===== config.mk =====
export PLATFORM = sky130hd
export DESIGN_NAME = rom_bank_mapper_with_ram_window_top
export DESIGN_NICKNAME = d
export VERILOG_FILES = /design/src/rtl/rbm_pkg.sv /design/src/rtl/rbm_front.sv /design/src/rtl/rbm_queue.sv /design/src/rtl/rbm_back.sv /design/src/rtl/rom_bank_mapper_with_ram_window_top.sv
export SDC_FILE = /design/constraint.sdc
export NUM_CORES = 1
export LEC_CHECK = 0
export ABC_AREA = 0
export BUFFER_PORTS_ARGS = -buffer_cell sky130_fd_sc_hd__buf_2
export CORE_MARGIN = 8
export CORE_UTILIZATION = 55
export DETAILED_ROUTE_END_ITERATION = 6
export GPL_TIMING_DRIVEN = 0
export PLACE_DENSITY = 0.81
export SYNTH_ARGS = -nofsm -noshare
export SYNTH_HDL_FRONTEND = slang
export SYNTH_SLANG_ARGS = --single-unit

===== constraint.sdc =====
create_clock -name clk -period 6.4 [get_ports clk]
set_clock_uncertainty 0.15 [all_clocks]
set_input_delay 1.28 -clock clk [delete_from_list [all_inputs] [get_ports clk]]
set_output_delay 1.28 -clock clk [all_outputs]
set_load 0.005 [all_outputs]

===== src/rtl/rbm_pkg.sv =====
// ----------------------------------------------------------------------------
// rbm_pkg
// Shared types and constants of the ROM bank mapper with RAM window.
// ----------------------------------------------------------------------------
package rbm_pkg;

  localparam int unsigned ADDR_W      = 16;
  localparam int unsigned DATA_W      = 16;
  localparam int unsigned BANK_W      = 8;
  localparam int unsigned BANKS_W     = 9;
  localparam int unsigned PHYS_W      = 22;
  localparam int unsigned OFFSET_W    = 14;
  localparam int unsigned QUEUE_DEPTH = 2;

  // action bit positions
  localparam int unsigned ACT_WRITE_BIT = 0;
  localparam int unsigned ACT_WORD_BIT  = 1;

  localparam logic [ADDR_W-1:0] ADDR_SLOT0 = 16'h0000;
  localparam logic [ADDR_W-1:0] ADDR_SLOT1 = 16'h4000;
  localparam logic [ADDR_W-1:0] ADDR_SLOT2 = 16'h8000;
  localparam logic [ADDR_W-1:0] ADDR_HI0   = 16'hFFFF;
  localparam logic [ADDR_W-1:0] ADDR_HI1   = 16'h3FFF;
  localparam logic [ADDR_W-1:0] ADDR_HI2   = 16'h7FFF;

  localparam logic [BANK_W-1:0] BANK_MASK = 8'h7F;
  localparam int unsigned RAM_EN_BIT = 7;

  localparam logic [BANKS_W-1:0] ROM_BANKS_RESET = 9'd1;

  typedef enum logic [1:0] {
    TGT_ROM     = 2'd0,
    TGT_RAM     = 2'd1,
    TGT_DISCARD = 2'd2,
    TGT_OUTSIDE = 2'd3
  } target_t;

  typedef enum logic [1:0] {
    LD_SLOT0 = 2'd0,
    LD_SLOT1 = 2'd1,
    LD_SLOT2 = 2'd2
  } ld_sel_t;

  // One classified access, as queued between front and back.
  typedef struct packed {
    logic              wr;
    logic              word;
    logic [ADDR_W-1:0] addr;
    logic [DATA_W-1:0] data;
    logic              ld_en;
    ld_sel_t           ld_sel;
    logic [BANK_W-1:0] ld_val;
  } access_t;

endpackage


===== src/rtl/rbm_front.sv =====
// ----------------------------------------------------------------------------
// rbm_front
// Accepts bus accesses, decodes the access kind and any bank register load.
// ----------------------------------------------------------------------------
module rbm_front (
  input  logic                  clk,
  input  logic                  rst,
  input  logic                  in_valid,
  output logic                  in_ready,
  input  logic [1:0]            action,
  input  logic [rbm_pkg::ADDR_W-1:0] cpu_addr,
  input  logic [rbm_pkg::DATA_W-1:0] wdata,
  output logic                  fe_valid,
  input  logic                  fe_ready,
  output rbm_pkg::access_t      fe_entry
);
  import rbm_pkg::*;

  access_t cls;
  logic    wr;
  logic    word;
  logic    lo_hit;
  logic    hi_hit;

  assign wr     = action[ACT_WRITE_BIT];
  assign word   = action[ACT_WORD_BIT];
  assign lo_hit = (cpu_addr == ADDR_SLOT0) || (cpu_addr == ADDR_SLOT1) ||
                  (cpu_addr == ADDR_SLOT2);
  // high byte of a word lands on a register address
  assign hi_hit = word && ((cpu_addr == ADDR_HI0) || (cpu_addr == ADDR_HI1) ||
                  (cpu_addr == ADDR_HI2));

  always_comb begin
    cls        = '0;
    cls.wr     = wr;
    cls.word   = word;
    cls.addr   = cpu_addr;
    cls.data   = wdata;
    cls.ld_en  = wr && (lo_hit || hi_hit);
    cls.ld_sel = LD_SLOT0;
    cls.ld_val = wdata[7:0];
    if (lo_hit) begin
      cls.ld_sel = (cpu_addr == ADDR_SLOT1) ? LD_SLOT1 :
                   (cpu_addr == ADDR_SLOT2) ? LD_SLOT2 : LD_SLOT0;
    end else begin
      cls.ld_val = wdata[15:8];
      cls.ld_sel = (cpu_addr == ADDR_HI1) ? LD_SLOT1 :
                   (cpu_addr == ADDR_HI2) ? LD_SLOT2 : LD_SLOT0;
    end
  end

  assign in_ready = !fe_valid || fe_ready;

  always_ff @(posedge clk) begin
    if (rst) begin
      fe_valid <= 1'b0;
    end else if (in_ready) begin
      fe_valid <= in_valid;
    end
  end

  always_ff @(posedge clk) begin
    if (in_valid && in_ready) begin
      fe_entry <= cls;
    end
  end

endmodule


===== src/rtl/rbm_queue.sv =====
// ----------------------------------------------------------------------------
// rbm_queue
// Small FIFO of classified accesses between front and back.
// ----------------------------------------------------------------------------
module rbm_queue #(
  parameter int unsigned DEPTH = rbm_pkg::QUEUE_DEPTH
) (
  input  logic             clk,
  input  logic             rst,
  input  logic             push_valid,
  output logic             push_ready,
  input  rbm_pkg::access_t push_data,
  output logic             pop_valid,
  input  logic             pop_ready,
  output rbm_pkg::access_t pop_data
);
  import rbm_pkg::*;

  localparam int unsigned PTR_W = (DEPTH > 1) ? $clog2(DEPTH) : 1;
  localparam int unsigned CNT_W = $clog2(DEPTH + 1);
  localparam logic [PTR_W-1:0] PTR_LAST = PTR_W'(DEPTH - 1);
  localparam logic [CNT_W-1:0] CNT_FULL = CNT_W'(DEPTH);

  access_t          mem [DEPTH];
  logic [PTR_W-1:0] wr_ptr;
  logic [PTR_W-1:0] rd_ptr;
  logic [CNT_W-1:0] count;
  logic             push;
  logic             pop;

  assign push_ready = (count != CNT_FULL);
  assign pop_valid  = (count != '0);
  assign pop_data   = mem[rd_ptr];
  assign push       = push_valid && push_ready;
  assign pop        = pop_valid && pop_ready;

  always_ff @(posedge clk) begin
    if (rst) begin
      wr_ptr <= '0;
      rd_ptr <= '0;
      count  <= '0;
    end else begin
      if (push) begin
        wr_ptr <= (wr_ptr == PTR_LAST) ? '0 : wr_ptr + 1'b1;
      end
      if (pop) begin
        rd_ptr <= (rd_ptr == PTR_LAST) ? '0 : rd_ptr + 1'b1;
      end
      if (push && !pop) begin
        count <= count + 1'b1;
      end else if (pop && !push) begin
        count <= count - 1'b1;
      end
    end
  end

  always_ff @(posedge clk) begin
    if (push) begin
      mem[wr_ptr] <= push_data;
    end
  end

endmodule


===== src/rtl/rbm_back.sv =====
// ----------------------------------------------------------------------------
// rbm_back
// Translates each byte of an access, holds the bank registers, and reduces
// the selected bank modulo the bank count one bit per cycle.
// ----------------------------------------------------------------------------
module rbm_back (
  input  logic                        clk,
  input  logic                        rst,
  input  logic [rbm_pkg::BANKS_W-1:0] rom_banks,
  input  logic                        q_valid,
  output logic                        q_ready,
  input  rbm_pkg::access_t            q_data,
  output logic                        out_valid,
  input  logic                        out_ready,
  output logic [1:0]                  target,
  output logic [rbm_pkg::PHYS_W-1:0]  phys_addr,
  output logic                        write_enable,
  output logic [7:0]                  write_byte,
  output logic [rbm_pkg::BANK_W-1:0]  slot0_bank,
  output logic                        last
);
  import rbm_pkg::*;

  typedef enum logic [1:0] {
    S_IDLE,
    S_DIV,
    S_EMIT
  } state_t;

  state_t              state;
  access_t             cur;
  logic                second;
  logic [2:0]          cnt;
  logic [BANKS_W-1:0]  rem;
  logic [BANK_W-1:0]   dividend;
  logic [BANK_W-1:0]   slot0_reg;
  logic [BANK_W-1:0]   slot1_control;
  logic [BANK_W-1:0]   slot2_bank;

  logic [BANKS_W-1:0]  divisor;
  logic [BANKS_W:0]    trial;
  logic [ADDR_W-1:0]   next_addr;
  logic [ADDR_W-1:0]   byte_addr;
  logic                emit_ok;
  target_t             tgt;
  logic [PHYS_W-1:0]   phys;
  logic                we;

  function automatic logic in_slot1(input logic [ADDR_W-1:0] a);
    in_slot1 = (a[15:14] == 2'b01);
  endfunction

  function automatic logic [BANK_W-1:0] bank_reg(input logic [ADDR_W-1:0] a,
                                                 input logic [BANK_W-1:0] s1,
                                                 input logic [BANK_W-1:0] s2);
    bank_reg = in_slot1(a) ? (s1 & BANK_MASK) : s2;
  endfunction

  // a zero bank count behaves as one bank
  assign divisor   = (rom_banks == '0) ? BANKS_W'(1) : rom_banks;
  assign trial     = {rem, dividend[BANK_W-1]};
  assign next_addr = cur.addr + 1'b1;
  assign byte_addr = second ? next_addr : cur.addr;
  assign emit_ok   = !out_valid || out_ready;
  assign q_ready   = (state == S_IDLE);

  always_comb begin
    we   = 1'b0;
    phys = {rem[BANK_W-1:0], byte_addr[OFFSET_W-1:0]};
    if (in_slot1(byte_addr)) begin
      tgt = cur.wr ? TGT_DISCARD : TGT_ROM;
    end else if (byte_addr[15:13] == 3'b101 && slot1_control[RAM_EN_BIT]) begin
      // RAM window is 8 KB, so the offset maps straight through
      tgt  = TGT_RAM;
      phys = PHYS_W'(byte_addr[12:0]);
      we   = cur.wr;
    end else if (byte_addr[15:14] == 2'b10) begin
      tgt = cur.wr ? TGT_DISCARD : TGT_ROM;
    end else begin
      tgt  = TGT_OUTSIDE;
      phys = PHYS_W'(byte_addr);
      we   = cur.wr;
    end
  end

  always_ff @(posedge clk) begin
    if (rst) begin
      state         <= S_IDLE;
      out_valid     <= 1'b0;
      second        <= 1'b0;
      cnt           <= '0;
      rem           <= '0;
      slot0_reg     <= '0;
      slot1_control <= '0;
      slot2_bank    <= '0;
    end else begin
      // in S_EMIT the output register is refilled below instead
      if (out_valid && out_ready && state != S_EMIT) begin
        out_valid <= 1'b0;
      end
      unique case (state)
        S_IDLE: begin
          if (q_valid) begin
            cur      <= q_data;
            second   <= 1'b0;
            dividend <= bank_reg(q_data.addr, slot1_control, slot2_bank);
            rem      <= '0;
            cnt      <= '0;
            state    <= S_DIV;
          end
        end
        S_DIV: begin
          if (trial >= {1'b0, divisor}) begin
            rem <= BANKS_W'(trial - {1'b0, divisor});
          end else begin
            rem <= trial[BANKS_W-1:0];
          end
          dividend <= dividend << 1;
          cnt      <= cnt + 1'b1;
          if (cnt == 3'd7) begin
            state <= S_EMIT;
          end
        end
        S_EMIT: begin
          if (emit_ok) begin
            out_valid    <= 1'b1;
            target       <= tgt;
            phys_addr    <= phys;
            write_enable <= we;
            write_byte   <= cur.wr ? (second ? cur.data[15:8] : cur.data[7:0]) : 8'h00;
            slot0_bank   <= slot0_reg;
            last         <= second || !cur.word;
            if (cur.word && !second) begin
              second   <= 1'b1;
              dividend <= bank_reg(next_addr, slot1_control, slot2_bank);
              rem      <= '0;
              cnt      <= '0;
              state    <= S_DIV;
            end else begin
              // register loads land after every byte is translated
              if (cur.ld_en) begin
                unique case (cur.ld_sel)
                  LD_SLOT1: slot1_control <= cur.ld_val;
                  LD_SLOT2: slot2_bank    <= cur.ld_val;
                  default:  slot0_reg     <= cur.ld_val;
                endcase
              end
              state <= S_IDLE;
            end
          end
        end
        default: state <= S_IDLE;
      endcase
    end
  end

endmodule


===== src/rtl/rom_bank_mapper_with_ram_window_top.sv =====
// ----------------------------------------------------------------------------
// rom_bank_mapper_with_ram_window_top
// Bank mapper: translates CPU bus accesses into ROM, RAM, discard or outside bytes.
// ----------------------------------------------------------------------------
// Each accepted access yields one byte result (byte access) or two (word
// access, low byte first, last set on the final one). Every byte runs through
// the back end in order: it takes the access from the queue (or, for the
// second byte of a word, starts it on loading the first), runs the
// bit-serial remainder that reduces the bank register by the configured bank
// count, and loads the output register. The front stage and a two-entry
// queue keep taking accesses while the back end works. rom_banks is written
// on the cfg channel, and the user must do so only while no access is in
// flight; the block does not enforce it.
module rom_bank_mapper_with_ram_window_top #(
  parameter int unsigned QUEUE_DEPTH = rbm_pkg::QUEUE_DEPTH
) (
  input  logic                        clk,
  input  logic                        rst,
  input  logic                        in_valid,
  output logic                        in_ready,
  input  logic [1:0]                  action,
  input  logic [rbm_pkg::ADDR_W-1:0]  cpu_addr,
  input  logic [rbm_pkg::DATA_W-1:0]  wdata,
  output logic                        out_valid,
  input  logic                        out_ready,
  output logic [1:0]                  target,
  output logic [rbm_pkg::PHYS_W-1:0]  phys_addr,
  output logic                        write_enable,
  output logic [7:0]                  write_byte,
  output logic [rbm_pkg::BANK_W-1:0]  slot0_bank,
  output logic                        last,
  input  logic                        cfg_valid,
  output logic                        cfg_ready,
  input  logic [rbm_pkg::BANKS_W-1:0] cfg_data
);
  import rbm_pkg::*;

  logic               fe_valid;
  logic               fe_ready;
  access_t            fe_entry;
  logic               q_valid;
  logic               q_ready;
  access_t            q_data;
  logic [BANKS_W-1:0] rom_banks;

  assign cfg_ready = 1'b1;

  always_ff @(posedge clk) begin
    if (rst) begin
      rom_banks <= ROM_BANKS_RESET;
    end else if (cfg_valid && cfg_ready) begin
      rom_banks <= cfg_data;
    end
  end

  rbm_front u_front (
    .clk      (clk),
    .rst      (rst),
    .in_valid (in_valid),
    .in_ready (in_ready),
    .action   (action),
    .cpu_addr (cpu_addr),
    .wdata    (wdata),
    .fe_valid (fe_valid),
    .fe_ready (fe_ready),
    .fe_entry (fe_entry)
  );

  rbm_queue #(
    .DEPTH (QUEUE_DEPTH)
  ) u_queue (
    .clk        (clk),
    .rst        (rst),
    .push_valid (fe_valid),
    .push_ready (fe_ready),
    .push_data  (fe_entry),
    .pop_valid  (q_valid),
    .pop_ready  (q_ready),
    .pop_data   (q_data)
  );

  rbm_back u_back (
    .clk          (clk),
    .rst          (rst),
    .rom_banks    (rom_banks),
    .q_valid      (q_valid),
    .q_ready      (q_ready),
    .q_data       (q_data),
    .out_valid    (out_valid),
    .out_ready    (out_ready),
    .target       (target),
    .phys_addr    (phys_addr),
    .write_enable (write_enable),
    .write_byte   (write_byte),
    .slot0_bank   (slot0_bank),
    .last         (last)
  );

endmodule


==> reports/metrics.yaml <==
place_congestion: 0.9019
max_freq_mhz: 309.0
hold_buffers: 0
power_leakage_nw: 4.753
io_pins: 93
gr-total-overflow: 0
grt_max_degree: 33
dp_slack_ps: 2874
coreArea_um2: 21020
syn-cell-area_um2: 11770
finalSetupViolCount: 0
dieArea_um2: 26330
cts-root-buf: "clkbuf_16"
path_clk_slew_ps: 60
path_max_fanout: 8
critical_path_arrival_ps: 3360
rsz0062_at_grt: "false"
grt_usage_pct: 18.06
finalWirelength_mm: 24.15
die-height_um: 162.3
syn_nets: 918
synth-seq-cells: 285
synth_commonest_cells: "230 x edfxtp_1, 74 x nand2_1, 58 x mux2_2"
ys.flop_type: "edfxtp_1"
setup_ws_ps: 3164
yosys.area.top_type_share_pct: 58.70
cpPeakStageDelay_ps: 650
antenna_found_initial: 0
pwr-share-seq_pct: 48.9
ys_seq_area_share_pct: 68.06
hp-class: "flip-flop to flip-flop"
post-route-util_pct: 65.03
tightest_slew_ps: 1153
switchingPower_mw: 1.316
layout.cells.non_filler: 1275
area_growth_syn_to_layout_pct: 16.19
grt_pass1_vias: 7412
n_antenna_cell: 0
fillers: 1481
drt_iter0_markers: 590
drv_cap: 0
first_pass_iters: 5
critPathCaptureType: "flip-flop"
start_util_pct: 55.97
synth.avg_cell_area_um2: 13.84
remaining_drc_errors: 0
die_w_um: 162.3
total_power_mw: 4.836
post_cts.repair.setup_buffers: 0
regMostFlops: "u_queue.mem"
cts.sinks: 285
cp.required_ps: 6530
synth_cells: 850
irDropWorstVdd_uv: 306.0
async_flop_share_pct: 0
reg_top3: "u_queue.mem x90, u_back.cur x45, u_front.fe_entry x45"
yosysMostFrequentCell: "edfxtp_1"
grt_pass1_wl_mm: 38.22
clk_path_buf_depth: 3
critical_path.cell_chain: "nand4_4 > nor4_1 > mux2_2 > a2111oi_1 > clkdlybuf4s18_2 > nor3b_1"
largest_register_ff_count: 90
ant_nets: 0
cts_tree: "built"
worstSetupPathType: "flip-flop to flip-flop"
cts-resized-gates: 0
postLayoutCellArea_um2: 13670
start_kind: "flip-flop"
vias_per_cell: 5.755
synth.largest_area_cell: "edfxtp_1"
period_share_pct: 50.56
htreeDepth: 1
nets: 1046
portBuffers: 89
numCtsBuffers: 28
layout_min_cycle_time_ps: 3236
post_drt_wl_per_cell_um: 18.94
synth.area.top_cells: "edfxtp_1 59%, dfxtp_1 9.4%, mux2_2 5.6%, mux2i_1 2.4%, nand2_1 2.4%"
clock_latency_ps: 530
powerDensity_nw_per_um2: 353.8
place_inst: 1223
ys_types: 64
multi_input_area_um2: 3540
regArea_um2: 8008
swShare_pct: 27.22
outcome: "finished, final reports clean"
drv_slew: 0
dpl-instance-area_um2: 12720
relSlewSlack_pct: 22.69
synth_edf_count: 230
yosysWarnings: 0
vias: 7338
rows: 53
pwr-share-comb_pct: 16.8
power.share.clock_pct: 34.3
critical-path-slowest-cell: "nor4_1"
internal_power_mw: 3.520
post-dp-hpwl_mm: 16.80
hold_viol: 0
drive_gt1_share_pct: 21.90
## routing by layer
metal	GRT usage (%)	up-vias	wire length [um]
li1	-	3497	-
met1	21.58	3528	9767
met2	32.16	259	12260
met3	3.746	54	1584
met4	5.429	0	535
met5	0	-	0
## power by group through the flow
| stage | registers (mW) | clock network (mW) | logic [mW] |
|---|---|---|---|
| final | 2.37 | 1.66 | 0.813 |
| after global routing | 2.38 | 1.75 | 0.887 |
| after CTS | 2.37 | 1.68 | 0.814 |
| after detailed placement | 2.40 | 0 | 0.800 |
| after global placement | 2.40 | 0 | 0.750 |
| after floorplan | 2.37 | 0 | 0.574 |
## final timing paths
check / from / end / cells past startpoint / slack, ps
max reg2reg: u_back.cur[30] / u_back.phys_addr[21] / 6 / 3160
min: u_back.slot0_reg[2] / u_back.slot0_bank[2] / 0 / 280
min reg2reg: u_back.slot0_reg[2] / u_back.slot0_bank[2] / 0 / 280
max: u_back.cur[30] / u_back.phys_addr[21] / 6 / 3160
## worst max-delay path, delay by kind of cell, from the launching register on
kind | cells | cell delay, ps
AND/OR/NAND/NOR | 3 | 920
buffers and inverters | 1 | 370
AO/OA/AOI/OAI | 1 | 590
multiplexers | 1 | 460
flip-flops | 1 | 500
## placed cells by master, fill, tap and decap left out, types with 4 or more instances in the layout
cell type   synthesis  final
buf_12              0      4
nor2b_1            14     14
o211ai_1            9      9
mux2i_1            28     28
clkbuf_1           30     31
o2111ai_1           4      4
o21ai_0            13     13
or3_1              10     10
edfxtp_1          230    230
nor3_1             12     11
clkinvlp_4          0      6
o311ai_0           14     14
clkbuf_16           0     29
dfxtp_1            55     55
a21oi_1            48     48
nand4_1            17     17
clkinv_2            0      4
inv_1              29     29
mux2_2             58     58
xnor2_1            13     13
nor2_1             36     34
nor3b_1            13     13
ha_1               19     19
nand3_1            40     40
xor2_1             10     10
clkinv_4            0      5
nor4_1              8      8
nand2_1            74     74
buf_2               0     89
## metrics by stage
stage / hold slack [ps] / setup TNS, ps
6_report: 283.0 / 0
2_1_floorplan: 258.1 / 0
4_1_cts: 280.1 / 0
3_5_place_dp: 269.3 / 0
5_1_grt: 283.5 / 0
3_3_place_gp: 267.2 / -27420
## kinds of logic after synthesis
group / share of synthesized area (%)
flops: 68.06
simple gates: 11.21
compound gates: 6.817
mux: 7.934
buf+inv: 2.042
xor+xnor: 1.712
fa+ha+maj: 2.191
other cells: 0.03187
## cell type report
type	count	share of cell area, %
Timing Repair Buffer	98	4.275
Clock buffer	30	5.336
Multi-Input combinational cell	502	25.89
Clock inverter	22	1.638
Sequential cell	285	58.58
Inverter	29	0.7963
Tap cell	275	2.517
Buffer	34	0.9611
Power figures use the tool's default switching activity.
